### src/hw/rtl/lfid_pkg.sv
`timescale 1ns / 1ps
// ----------------------------------------------------------------------------
// lfid_pkg
// Shared constants, request codes and controller/datapath interface types
// for the lowest-free ID allocator.
// ----------------------------------------------------------------------------
package lfid_pkg;

  localparam int ID_COUNT_DEF = 1024;   // default pool size
  localparam int WORD_W       = 32;     // bitmap word width
  localparam int WBITS        = 5;      // log2(WORD_W)
  localparam int FUNC_W       = 3;
  localparam int ID_W         = 10;
  localparam int END_W        = 11;
  localparam int IN_DATA_W    = 24;
  localparam int OUT_DATA_W   = 16;

  // request codes carried on in_tuser
  localparam logic [FUNC_W-1:0] FUNC_ALLOC   = 3'd0;
  localparam logic [FUNC_W-1:0] FUNC_RELEASE = 3'd1;
  localparam logic [FUNC_W-1:0] FUNC_MARK    = 3'd2;
  localparam logic [FUNC_W-1:0] FUNC_RANGE   = 3'd3;
  localparam logic [FUNC_W-1:0] FUNC_AFR     = 3'd4;

  // internal word operation
  typedef enum logic [1:0] {
    OP_NONE  = 2'd0,
    OP_FIND  = 2'd1,
    OP_CLAIM = 2'd2,
    OP_FREE  = 2'd3
  } lfid_op_t;

  typedef struct packed {
    logic clr_en;     // write one init word of the clearing pass
    logic accept;     // load a new request
    logic rd_en;      // read the current bitmap word
    logic ex_en;      // modify and write back the current word
    logic load_out;   // move result into the output register
  } lfid_cmd_t;

  typedef struct packed {
    logic clr_last;   // clearing pass on its last word
    logic idle_done;  // request needs no bitmap access
    logic ex_done;    // word step finishes the request
  } lfid_sts_t;

  // index of the single set bit of a one-hot word
  function automatic logic [WBITS-1:0] lowbit_index(input logic [WORD_W-1:0] onehot);
    logic [WBITS-1:0] idx;
    idx = '0;
    for (int i = 0; i < WORD_W; i++) begin
      if (onehot[i]) begin
        idx = idx | WBITS'(i);
      end
    end
    return idx;
  endfunction

endpackage

### src/hw/rtl/lfid_ctrl.sv
`timescale 1ns / 1ps
// ----------------------------------------------------------------------------
// lfid_ctrl
// Sequencer for the allocator: clearing pass, request intake, word-by-word
// read-modify-write scan and result hand-off.
// ----------------------------------------------------------------------------
module lfid_ctrl (
  input  logic                clk,
  input  logic                rst_n,
  input  logic                in_tvalid,
  output logic                in_tready,
  input  logic                out_tready,
  output logic                out_tvalid,
  output lfid_pkg::lfid_cmd_t cmd,
  input  lfid_pkg::lfid_sts_t sts
);
  import lfid_pkg::*;

  typedef enum logic [5:0] {
    S_CLEAR = 6'b000001,
    S_IDLE  = 6'b000010,
    S_START = 6'b000100,
    S_RD    = 6'b001000,
    S_EX    = 6'b010000,
    S_FIN   = 6'b100000
  } state_t;

  state_t state_r, state_nxt;
  logic   out_tvalid_r, out_tvalid_nxt;

  always_comb begin
    state_nxt = state_r;
    cmd       = '0;
    case (state_r)
      S_CLEAR: begin
        cmd.clr_en = 1'b1;
        if (sts.clr_last) begin
          state_nxt = S_IDLE;
        end
      end
      S_IDLE: begin
        if (in_tvalid) begin
          cmd.accept = 1'b1;
          state_nxt  = S_START;
        end
      end
      S_START: begin
        state_nxt = sts.idle_done ? S_FIN : S_RD;
      end
      S_RD: begin
        cmd.rd_en = 1'b1;
        state_nxt = S_EX;
      end
      S_EX: begin
        cmd.ex_en = 1'b1;
        state_nxt = sts.ex_done ? S_FIN : S_RD;
      end
      S_FIN: begin
        // hold the finished result until the output register is free
        if (!out_tvalid_r || out_tready) begin
          cmd.load_out = 1'b1;
          state_nxt    = S_IDLE;
        end
      end
      default: begin
        state_nxt = S_CLEAR;
      end
    endcase
  end

  always_comb begin
    if (cmd.load_out) begin
      out_tvalid_nxt = 1'b1;
    end else if (out_tready) begin
      out_tvalid_nxt = 1'b0;
    end else begin
      out_tvalid_nxt = out_tvalid_r;
    end
  end

  always_ff @(posedge clk) begin
    if (!rst_n) begin
      state_r      <= S_CLEAR;
      out_tvalid_r <= 1'b0;
    end else begin
      state_r      <= state_nxt;
      out_tvalid_r <= out_tvalid_nxt;
    end
  end

  assign in_tready  = (state_r == S_IDLE);
  assign out_tvalid = out_tvalid_r;

`ifndef SYNTH
  a_one_in_flight: assert property (@(posedge clk) disable iff (!rst_n)
    (in_tvalid && in_tready) |=> !in_tready)
    else $error("second transaction accepted while a request is in flight");

  a_result_held: assert property (@(posedge clk) disable iff (!rst_n)
    (state_r == S_FIN && out_tvalid_r && !out_tready) |=> (state_r == S_FIN && out_tvalid))
    else $error("finished result dropped while output stalled");

  a_load_shows: assert property (@(posedge clk) disable iff (!rst_n)
    cmd.load_out |=> out_tvalid)
    else $error("loaded result not presented");

  a_scan_loops: assert property (@(posedge clk) disable iff (!rst_n)
    (state_r == S_EX && !sts.ex_done) |=> (state_r == S_RD))
    else $error("unfinished scan did not fetch the next word");
`endif

endmodule

### src/hw/rtl/lfid_dp.sv
`timescale 1ns / 1ps
// ----------------------------------------------------------------------------
// lfid_dp
// Datapath: free bitmap memory (one bit per ID, 32-bit words), scan
// position and limit, per-word find/claim/free logic and result registers.
// ----------------------------------------------------------------------------
module lfid_dp #(
  parameter int ID_COUNT = lfid_pkg::ID_COUNT_DEF
) (
  input  logic                          clk,
  input  logic                          rst_n,
  input  lfid_pkg::lfid_cmd_t           cmd,
  output lfid_pkg::lfid_sts_t           sts,
  input  logic [lfid_pkg::FUNC_W-1:0]   in_func,
  input  logic [lfid_pkg::ID_W-1:0]     in_id,
  input  logic [lfid_pkg::END_W-1:0]    in_end,
  output logic [lfid_pkg::ID_W-1:0]     id_out,
  output logic                          ok_out
);
  import lfid_pkg::*;

  localparam int IDB    = $clog2(ID_COUNT);
  localparam int CW     = (IDB + 1 > END_W) ? IDB + 1 : END_W;
  localparam int NWORDS = (ID_COUNT + WORD_W - 1) / WORD_W;
  localparam int AW     = (NWORDS > 1) ? $clog2(NWORDS) : 1;
  localparam int TAIL   = ID_COUNT % WORD_W;
  localparam logic [WORD_W-1:0] LAST_MASK =
    (TAIL == 0) ? {WORD_W{1'b1}} : WORD_W'((64'd1 << TAIL) - 64'd1);
  localparam logic [CW-1:0] COUNT_C   = CW'(ID_COUNT);
  localparam logic [AW-1:0] LAST_WORD = AW'(NWORDS - 1);

  logic [WORD_W-1:0] mem [NWORDS];
  logic [WORD_W-1:0] rd_data_r;

  logic [AW-1:0]   clr_r, clr_nxt;
  lfid_op_t        op_r, op_nxt;
  logic [CW-1:0]   cur_r, cur_nxt;
  logic [CW-1:0]   lim_r, lim_nxt;
  logic            act_r, act_nxt;
  logic            ret_r, ret_nxt;
  logic [ID_W-1:0] res_id_r, res_id_nxt;
  logic            res_ok_r, res_ok_nxt;
  logic [ID_W-1:0] out_id_r;
  logic            out_ok_r;

  logic [CW-1:0]     id_x, end_x, idp1, end_min;
  logic [CW-1:0]     word_base, next_cur, find_id;
  logic [AW-1:0]     addr;
  logic [WBITS-1:0]  lo;
  logic [WORD_W-1:0] hi_mask, rng_mask, cand, cand_low, bad, bad_low;
  logic [WORD_W-1:0] wr_data, init_word;
  logic              wr_en, ex_done;

  // ---- request decode ----
  assign id_x    = CW'(in_id);
  assign end_x   = CW'(in_end);
  assign idp1    = id_x + CW'(1);
  assign end_min = (end_x > COUNT_C) ? COUNT_C : end_x;

  // ---- word step ----
  assign word_base = {cur_r[CW-1:WBITS], {WBITS{1'b0}}};
  assign next_cur  = word_base + CW'(WORD_W);
  assign addr      = cur_r[AW+WBITS-1:WBITS];
  assign lo        = cur_r[WBITS-1:0];
  assign hi_mask   = (lim_r[CW-1:WBITS] == cur_r[CW-1:WBITS]) ?
                     ((WORD_W'(1) << lim_r[WBITS-1:0]) - WORD_W'(1)) : {WORD_W{1'b1}};
  assign rng_mask  = ({WORD_W{1'b1}} << lo) & hi_mask;
  assign cand      = rd_data_r & rng_mask;
  assign cand_low  = cand & (~cand + WORD_W'(1));
  assign bad       = ~rd_data_r & rng_mask;
  assign bad_low   = bad & (~bad + WORD_W'(1));
  assign find_id   = word_base | CW'(lowbit_index(cand_low));

  always_comb begin
    op_nxt     = op_r;
    cur_nxt    = cur_r;
    lim_nxt    = lim_r;
    act_nxt    = act_r;
    ret_nxt    = ret_r;
    res_id_nxt = res_id_r;
    res_ok_nxt = res_ok_r;
    wr_en      = 1'b0;
    wr_data    = rd_data_r;
    ex_done    = 1'b0;

    case (op_r)
      OP_FIND: begin
        if (|cand) begin
          wr_en      = 1'b1;
          wr_data    = rd_data_r & ~cand_low;
          ex_done    = 1'b1;
          res_id_nxt = find_id[ID_W-1:0];
          res_ok_nxt = 1'b1;
        end else begin
          cur_nxt = next_cur;
          ex_done = (next_cur >= lim_r);
        end
      end
      OP_CLAIM: begin
        wr_en = 1'b1;
        if (bad == '0) begin
          wr_data = rd_data_r & ~rng_mask;
          cur_nxt = next_cur;
          ex_done = (next_cur >= lim_r);
          if (ret_r) begin
            res_id_nxt = cur_r[ID_W-1:0];   // single-ID claim returns the ID
          end
        end else begin
          // keep the claims below the first used ID
          wr_data    = rd_data_r & ~(rng_mask & (bad_low - WORD_W'(1)));
          ex_done    = 1'b1;
          res_ok_nxt = 1'b0;
        end
      end
      OP_FREE: begin
        wr_en      = 1'b1;
        wr_data    = rd_data_r | (WORD_W'(1) << lo);
        ex_done    = 1'b1;
        res_ok_nxt = 1'b1;
      end
      default: begin
        ex_done = 1'b1;
      end
    endcase

    if (!cmd.ex_en) begin
      op_nxt     = op_r;
      cur_nxt    = cur_r;
      res_id_nxt = res_id_r;
      res_ok_nxt = res_ok_r;
      wr_en      = 1'b0;
    end

    if (cmd.accept) begin
      cur_nxt    = id_x;
      lim_nxt    = COUNT_C;
      act_nxt    = 1'b1;
      ret_nxt    = 1'b0;
      res_id_nxt = '0;
      res_ok_nxt = 1'b0;
      case (in_func)
        FUNC_ALLOC: begin
          op_nxt  = OP_FIND;
          cur_nxt = CW'(1);
        end
        FUNC_RELEASE: begin
          op_nxt  = OP_FREE;
          act_nxt = (id_x != '0) && (id_x < COUNT_C);
        end
        FUNC_MARK: begin
          op_nxt     = OP_CLAIM;
          lim_nxt    = (idp1 > COUNT_C) ? COUNT_C : idp1;
          res_ok_nxt = !(idp1 > COUNT_C);
          ret_nxt    = 1'b1;
        end
        FUNC_RANGE: begin
          op_nxt     = OP_CLAIM;
          lim_nxt    = end_min;
          // IDs past the pool count as used, so such a range cannot succeed
          res_ok_nxt = !((end_x > COUNT_C) && (id_x < end_x));
        end
        FUNC_AFR: begin
          op_nxt  = OP_FIND;
          lim_nxt = end_min;
        end
        default: begin
          op_nxt = OP_NONE;
        end
      endcase
    end
  end

  // ---- clearing pass ----
  always_comb begin
    init_word = (clr_r == LAST_WORD) ? LAST_MASK : {WORD_W{1'b1}};
    if (clr_r == '0) begin
      init_word[0] = 1'b0;   // ID zero is never free
    end
  end

  assign clr_nxt = cmd.clr_en ? clr_r + AW'(1) : clr_r;

  always_ff @(posedge clk) begin
    if (!rst_n) begin
      clr_r <= '0;
    end else begin
      clr_r <= clr_nxt;
    end
  end

  // ---- bitmap memory ----
  always_ff @(posedge clk) begin
    if (cmd.clr_en) begin
      mem[clr_r] <= init_word;
    end else if (wr_en) begin
      mem[addr] <= wr_data;
    end
  end

  always_ff @(posedge clk) begin
    if (cmd.rd_en) begin
      rd_data_r <= mem[addr];
    end
  end

  // ---- request and result registers ----
  always_ff @(posedge clk) begin
    op_r     <= op_nxt;
    cur_r    <= cur_nxt;
    lim_r    <= lim_nxt;
    act_r    <= act_nxt;
    ret_r    <= ret_nxt;
    res_id_r <= res_id_nxt;
    res_ok_r <= res_ok_nxt;
    if (cmd.load_out) begin
      out_id_r <= res_id_r;
      out_ok_r <= res_ok_r;
    end
  end

  assign sts.clr_last  = (clr_r == LAST_WORD);
  assign sts.idle_done = (op_r == OP_NONE) ||
                         ((op_r == OP_FREE) ? !act_r : (cur_r >= lim_r));
  assign sts.ex_done   = ex_done;

  assign id_out = out_id_r;
  assign ok_out = out_ok_r;

`ifndef SYNTH
  a_addr_in_pool: assert property (@(posedge clk) disable iff (!rst_n)
    cmd.ex_en |-> (cur_r < COUNT_C))
    else $error("bitmap access beyond the pool");

  a_scan_in_range: assert property (@(posedge clk) disable iff (!rst_n)
    (cmd.ex_en && (op_r == OP_FIND || op_r == OP_CLAIM)) |-> (cur_r < lim_r))
    else $error("scan step outside the requested range");

  a_find_claims_free: assert property (@(posedge clk) disable iff (!rst_n)
    (cmd.ex_en && op_r == OP_FIND && (|cand)) |=> (res_ok_r && res_id_r != '0))
    else $error("found ID not reported");
`endif

endmodule

### src/hw/rtl/lowest_free_id_allocator.sv
`timescale 1ns / 1ps
// ----------------------------------------------------------------------------
// lowest_free_id_allocator
// Lowest-free ID allocator over a bitmap with allocate, release, mark-used,
// mark-range and allocate-from-range requests.
// ----------------------------------------------------------------------------
// One request is handled at a time; the result waits in an output register
// while the next request is taken. The bitmap is a single-port memory of
// 32-bit words, and every word a request touches is read, then modified and
// written back. Release and mark-used touch one word, allocate and the range
// requests one per word scanned, and some requests need no bitmap access.
// After reset a clearing pass writes ceil(ID_COUNT/32) words before the
// first request is accepted.
module lowest_free_id_allocator #(
  parameter int ID_COUNT = lfid_pkg::ID_COUNT_DEF
) (
  input  logic                              clk,
  input  logic                              rst_n,
  input  logic                              in_tvalid,
  output logic                              in_tready,
  input  logic [lfid_pkg::IN_DATA_W-1:0]    in_tdata,   // id_value[9:0], range_end[20:10]
  input  logic [lfid_pkg::FUNC_W-1:0]       in_tuser,   // func[2:0]
  output logic                              out_tvalid,
  input  logic                              out_tready,
  output logic [lfid_pkg::OUT_DATA_W-1:0]   out_tdata,  // id_out[9:0]
  output logic                              out_tuser   // ok
);
  import lfid_pkg::*;

  lfid_cmd_t       cmd;
  lfid_sts_t       sts;
  logic [ID_W-1:0] id_out;

  lfid_ctrl u_ctrl (
    .clk        (clk),
    .rst_n      (rst_n),
    .in_tvalid  (in_tvalid),
    .in_tready  (in_tready),
    .out_tready (out_tready),
    .out_tvalid (out_tvalid),
    .cmd        (cmd),
    .sts        (sts)
  );

  lfid_dp #(
    .ID_COUNT (ID_COUNT)
  ) u_dp (
    .clk     (clk),
    .rst_n   (rst_n),
    .cmd     (cmd),
    .sts     (sts),
    .in_func (in_tuser),
    .in_id   (in_tdata[ID_W-1:0]),
    .in_end  (in_tdata[ID_W+END_W-1:ID_W]),
    .id_out  (id_out),
    .ok_out  (out_tuser)
  );

  assign out_tdata = {{(OUT_DATA_W-ID_W){1'b0}}, id_out};

endmodule

### config.mk
export PLATFORM = sky130hd
export DESIGN_NAME = lowest_free_id_allocator
export DESIGN_NICKNAME = d
export VERILOG_FILES = /design/src/hw/rtl/lfid_pkg.sv /design/src/hw/rtl/lfid_ctrl.sv /design/src/hw/rtl/lfid_dp.sv /design/src/hw/rtl/lowest_free_id_allocator.sv
export SDC_FILE = /design/constraint.sdc
export NUM_CORES = 1
export LEC_CHECK = 0
export BUFFER_PORTS_ARGS = -buffer_cell sky130_fd_sc_hd__buf_2
export CAP_MARGIN = 15
export CORE_MARGIN = 2
export CORE_UTILIZATION = 57
export CTS_CLUSTER_DIAMETER = 60
export DETAILED_ROUTE_END_ITERATION = 8
export PLACE_DENSITY = 0.76
export SYNTH_ARGS = -nofsm -noshare
export SYNTH_HDL_FRONTEND = slang
export SYNTH_SLANG_ARGS = --single-unit
### constraint.sdc
create_clock -name clk -period 5.25 [get_ports clk]
set_clock_uncertainty 0.15 [all_clocks]
set_input_delay 0.7875 -clock clk [delete_from_list [all_inputs] [get_ports clk]]
set_output_delay 0.7875 -clock clk [all_outputs]
set_load 0.05 [all_outputs]
==> flow_summary.toml <==
[synthesis]
synth_edf_count = 1094
synth.top_cell.area_share_pct = 70.2
ys_types = 91
avgSynthCellArea_um2 = 18.9
ys_ff_latch = 1116
synth_area_um2 = 46800
yosys_most_used_dff = "edfxtp_1"
synthCells = 2475
yosysSeqAreaShare_pct = 71.1
synth.area.top_cells = "edfxtp_1, mux4_2, dfxtp_1"
yosys.area.top_type = "edfxtp_1"
synthArstFlopShare_pct = 0
ys_warn_count = 0

[setup_path]
start_kind = "register"
crit_start = "u_dp.lim_r[2]"
reg2reg_to = "u_dp.mem[23][29]"
r2r_start = "u_dp.lim_r[2]"
worstPathRequired_ns = 5.45
worstPathArrival_ns = 5.17
cp-end-kind = "register"
worstSetupPathType = "reg2reg"
critPathMaxFanout = 16
worstRegToRegCells = 16
critPathCapture = "u_dp.mem[23][29]"
r2r_slack_ns = 0.28

[clocking]
root_buffer = "clkbuf_16"
cts_tree = "built"
clock_latency_ns = 0.69
h-tree-depth = 3
clockBufferDepth = 3
cts_made_buffers = 108
clock-sinks = 1116
clk_pin_slew_ns = 0.06

[place]
port_buffers = 40
dpl.hpwl_mm = 75.7
gp_congestion = 1.01
place_area_um2 = 50600

[grt]
grtUsageTotal_pct = 30.6
grt_pass1_wl_mm = 187
grt_start_max_net_pins = 135
grt_pass1_vias = 27000
antenna_found_initial = 1
grt_overflow_total = 0

[sta]
whs_ns = 0.225
tns_ns = 0
finalHoldViolCount = 0
post-route-period-util_pct = 94.7
tightest_slew_ns = 1.16
maxSlewHeadroom_pct = 22.5
setup_viol = 0
maxSlewViolCount = 0
min_period_ns = 4.97
rsz0062_at_grt = "false"
fmax_ghz = 0.201

[route]
drtPass1Iterations = 6
via_per_inst = 6.96
avgRoutedWirePerCell_um = 33.3
vias = 26800
finalWirelength_mm = 128
antenna_left = 0
drc = 0
drt_iter0_drc = 3361

[finish]
layout-drive-gt1-share_pct = 30.5
nNetsFinal = 2742
syn_to_final_growth_pct = 15.7
stdcell_area_um2 = 54200
utilization_pct = 66.3

[pwr]
p_total_uw = 18100
ir_worst_vdd_mv = 0.503
leakagePower_uw = 0.0193
p_per_area_nw_per_um2 = 335

[status]
outcome = "finished, final reports clean"

[floorplan]
dieWidth_um = 291
rows = 105
io_pins = 50
die_area_um2 = 84400
initial_core_util_pct = 57.3
dieHeight_um = 291
core-area_um2 = 81700

[worst_hold_path]
min_path_type = "in2reg"

[job]
drv_cap = 0
-- metal layers --
layer	global-route usage, %	routed length [µm]	up-vias
met2	50.9	63900	1869
li1	-	-	10800
met1	41.4	47200	13800
met3	5.08	12000	321
met5	0	0	-
met4	11.3	5090	0
-- worst max-delay path, stage by stage, from the launching register on --
cell and delay [ns]:
edfxtp_1 0.43, nor3_2 0.26, nand3_1 0.12, ha_2 0.31, buf_4 0.19, or3_1 0.49
a31oi_1 0.25, buf_4 0.16, nand3b_1 0.19, nor3_1 0.09, buf_4 0.16, a41o_1 0.24
a211oi_4 0.33, buf_12 0.22, mux2_2 0.46, nor2_4 0.26, buf_4 0.28
-- registers in the layout, summed over array words and instances (netlist names) --
| register | cells |
|---|---|
| u_dp.clr_r | 5 |
| u_dp.act_r | 1 |
| u_dp.ret_r | 1 |
| u_dp.rd_data_r | 32 |
| u_dp.op_r | 2 |
| u_dp.mem | 1024 |
| u_dp.res_id_r | 10 |
| u_dp.lim_r | 11 |
| u_dp.res_ok_r | 1 |
| u_dp.cur_r | 11 |
| u_ctrl.out_tvalid | 1 |
| u_dp.ok_out | 1 |
| u_dp.id_out | 10 |
| u_ctrl.state_r | 6 |
-- worst min path at each step --
stage                           from           endpoint  slack, ns  cells after the start
floorplan              u_dp.res_ok_r        u_dp.ok_out       0.25                      0
global placement    u_dp.res_id_r[7]     u_dp.id_out[7]       0.27                      0
detailed placement     u_dp.res_ok_r        u_dp.ok_out       0.27                      0
CTS                            rst_n  u_ctrl.state_r[0]       0.18                      2
global route                   rst_n  u_ctrl.state_r[0]       0.23                      2
finish                         rst_n  u_ctrl.state_r[0]       0.22                      2
-- where the power goes --
group	switching, µW	internal (µW)
Sequential	34.0	9800
Clock	3380	4360
Combinational	376	187
Total	3790	14400
-- timing repair --
action	in CTS	in global routing
buffers inserted	0	0
setup endpoints to repair	3	929
resized for setup	1	9
hold buffers	0	0
hold endpoints to repair	0	0
-- cell usage in the layout, fill, tap and decap left out, types with 15 or more instances in the layout --
cell type / synthesis / routed
clkinv_2: 0 / 19
nor3_1: 27 / 27
a21oi_1: 68 / 68
o21ai_0: 67 / 46
clkinv_1: 1 / 25
dfxtp_1: 22 / 22
buf_2: 21 / 40
ha_1: 28 / 27
and3_1: 23 / 23
buf_4: 9 / 128
inv_1: 45 / 45
buf_12: 0 / 77
nor2_4: 0 / 32
o21ai_2: 0 / 16
mux2_2: 35 / 35
mux4_2: 320 / 320
a31oi_1: 36 / 34
nand4_1: 22 / 22
clkbuf_16: 0 / 109
nand3_1: 42 / 42
clkbuf_1: 102 / 17
edfxtp_1: 1094 / 1094
o211ai_1: 17 / 17
or3_1: 15 / 15
nand2_1: 72 / 72
nor2_1: 106 / 74
-- synth_stat cells, types with 14 or more instances --
cell,instances
nor2b_1,14
a21oi_1,68
buf_2,21
mux2_2,35
dfxtp_1,22
or3_1,15
buf_1,22
nor2_1,106
edfxtp_1,1094
nand2_1,72
and3_1,23
clkbuf_1,102
o21ai_0,67
ha_1,28
nand4_1,22
nor3_1,27
a31oi_1,36
mux4_2,320
nand3_1,42
inv_1,45
o211ai_1,17
-- kinds of logic (layout without fill, tap and decap cells) --
family / after synthesis / in the layout / synth area share, %
compound gates: 336 / 336 / 5.00
xor+xnor: 16 / 16 / 0.299
fa+ha+maj: 28 / 28 / 0.748
buf+inv: 201 / 495 / 1.74
flops: 1116 / 1116 / 71.1
mux: 360 / 360 / 16.3
other cells: 1 / 7 / 0.00801
simple gates: 417 / 417 / 4.75
-- layout make-up --
class                   count  area, µm²
flip-flops and latches   1116      33300
fillers                  5087      27500
multi-input cells        1163      13100
clock buffers             128       2820
repair buffers            247       2730
well taps                1070       1340
clock inverters            73        723
inverters                  47        176
diodes                      1       2.50
-- through the flow --
step	setup slack, ns	cells
detailed placement	0.145	3641
floorplan	-0.343	2480
finish	0.278	3845
CTS	0.0207	3842
global route	0.0506	3844
global placement	0.165	3641
Power figures use the tool's default switching activity.
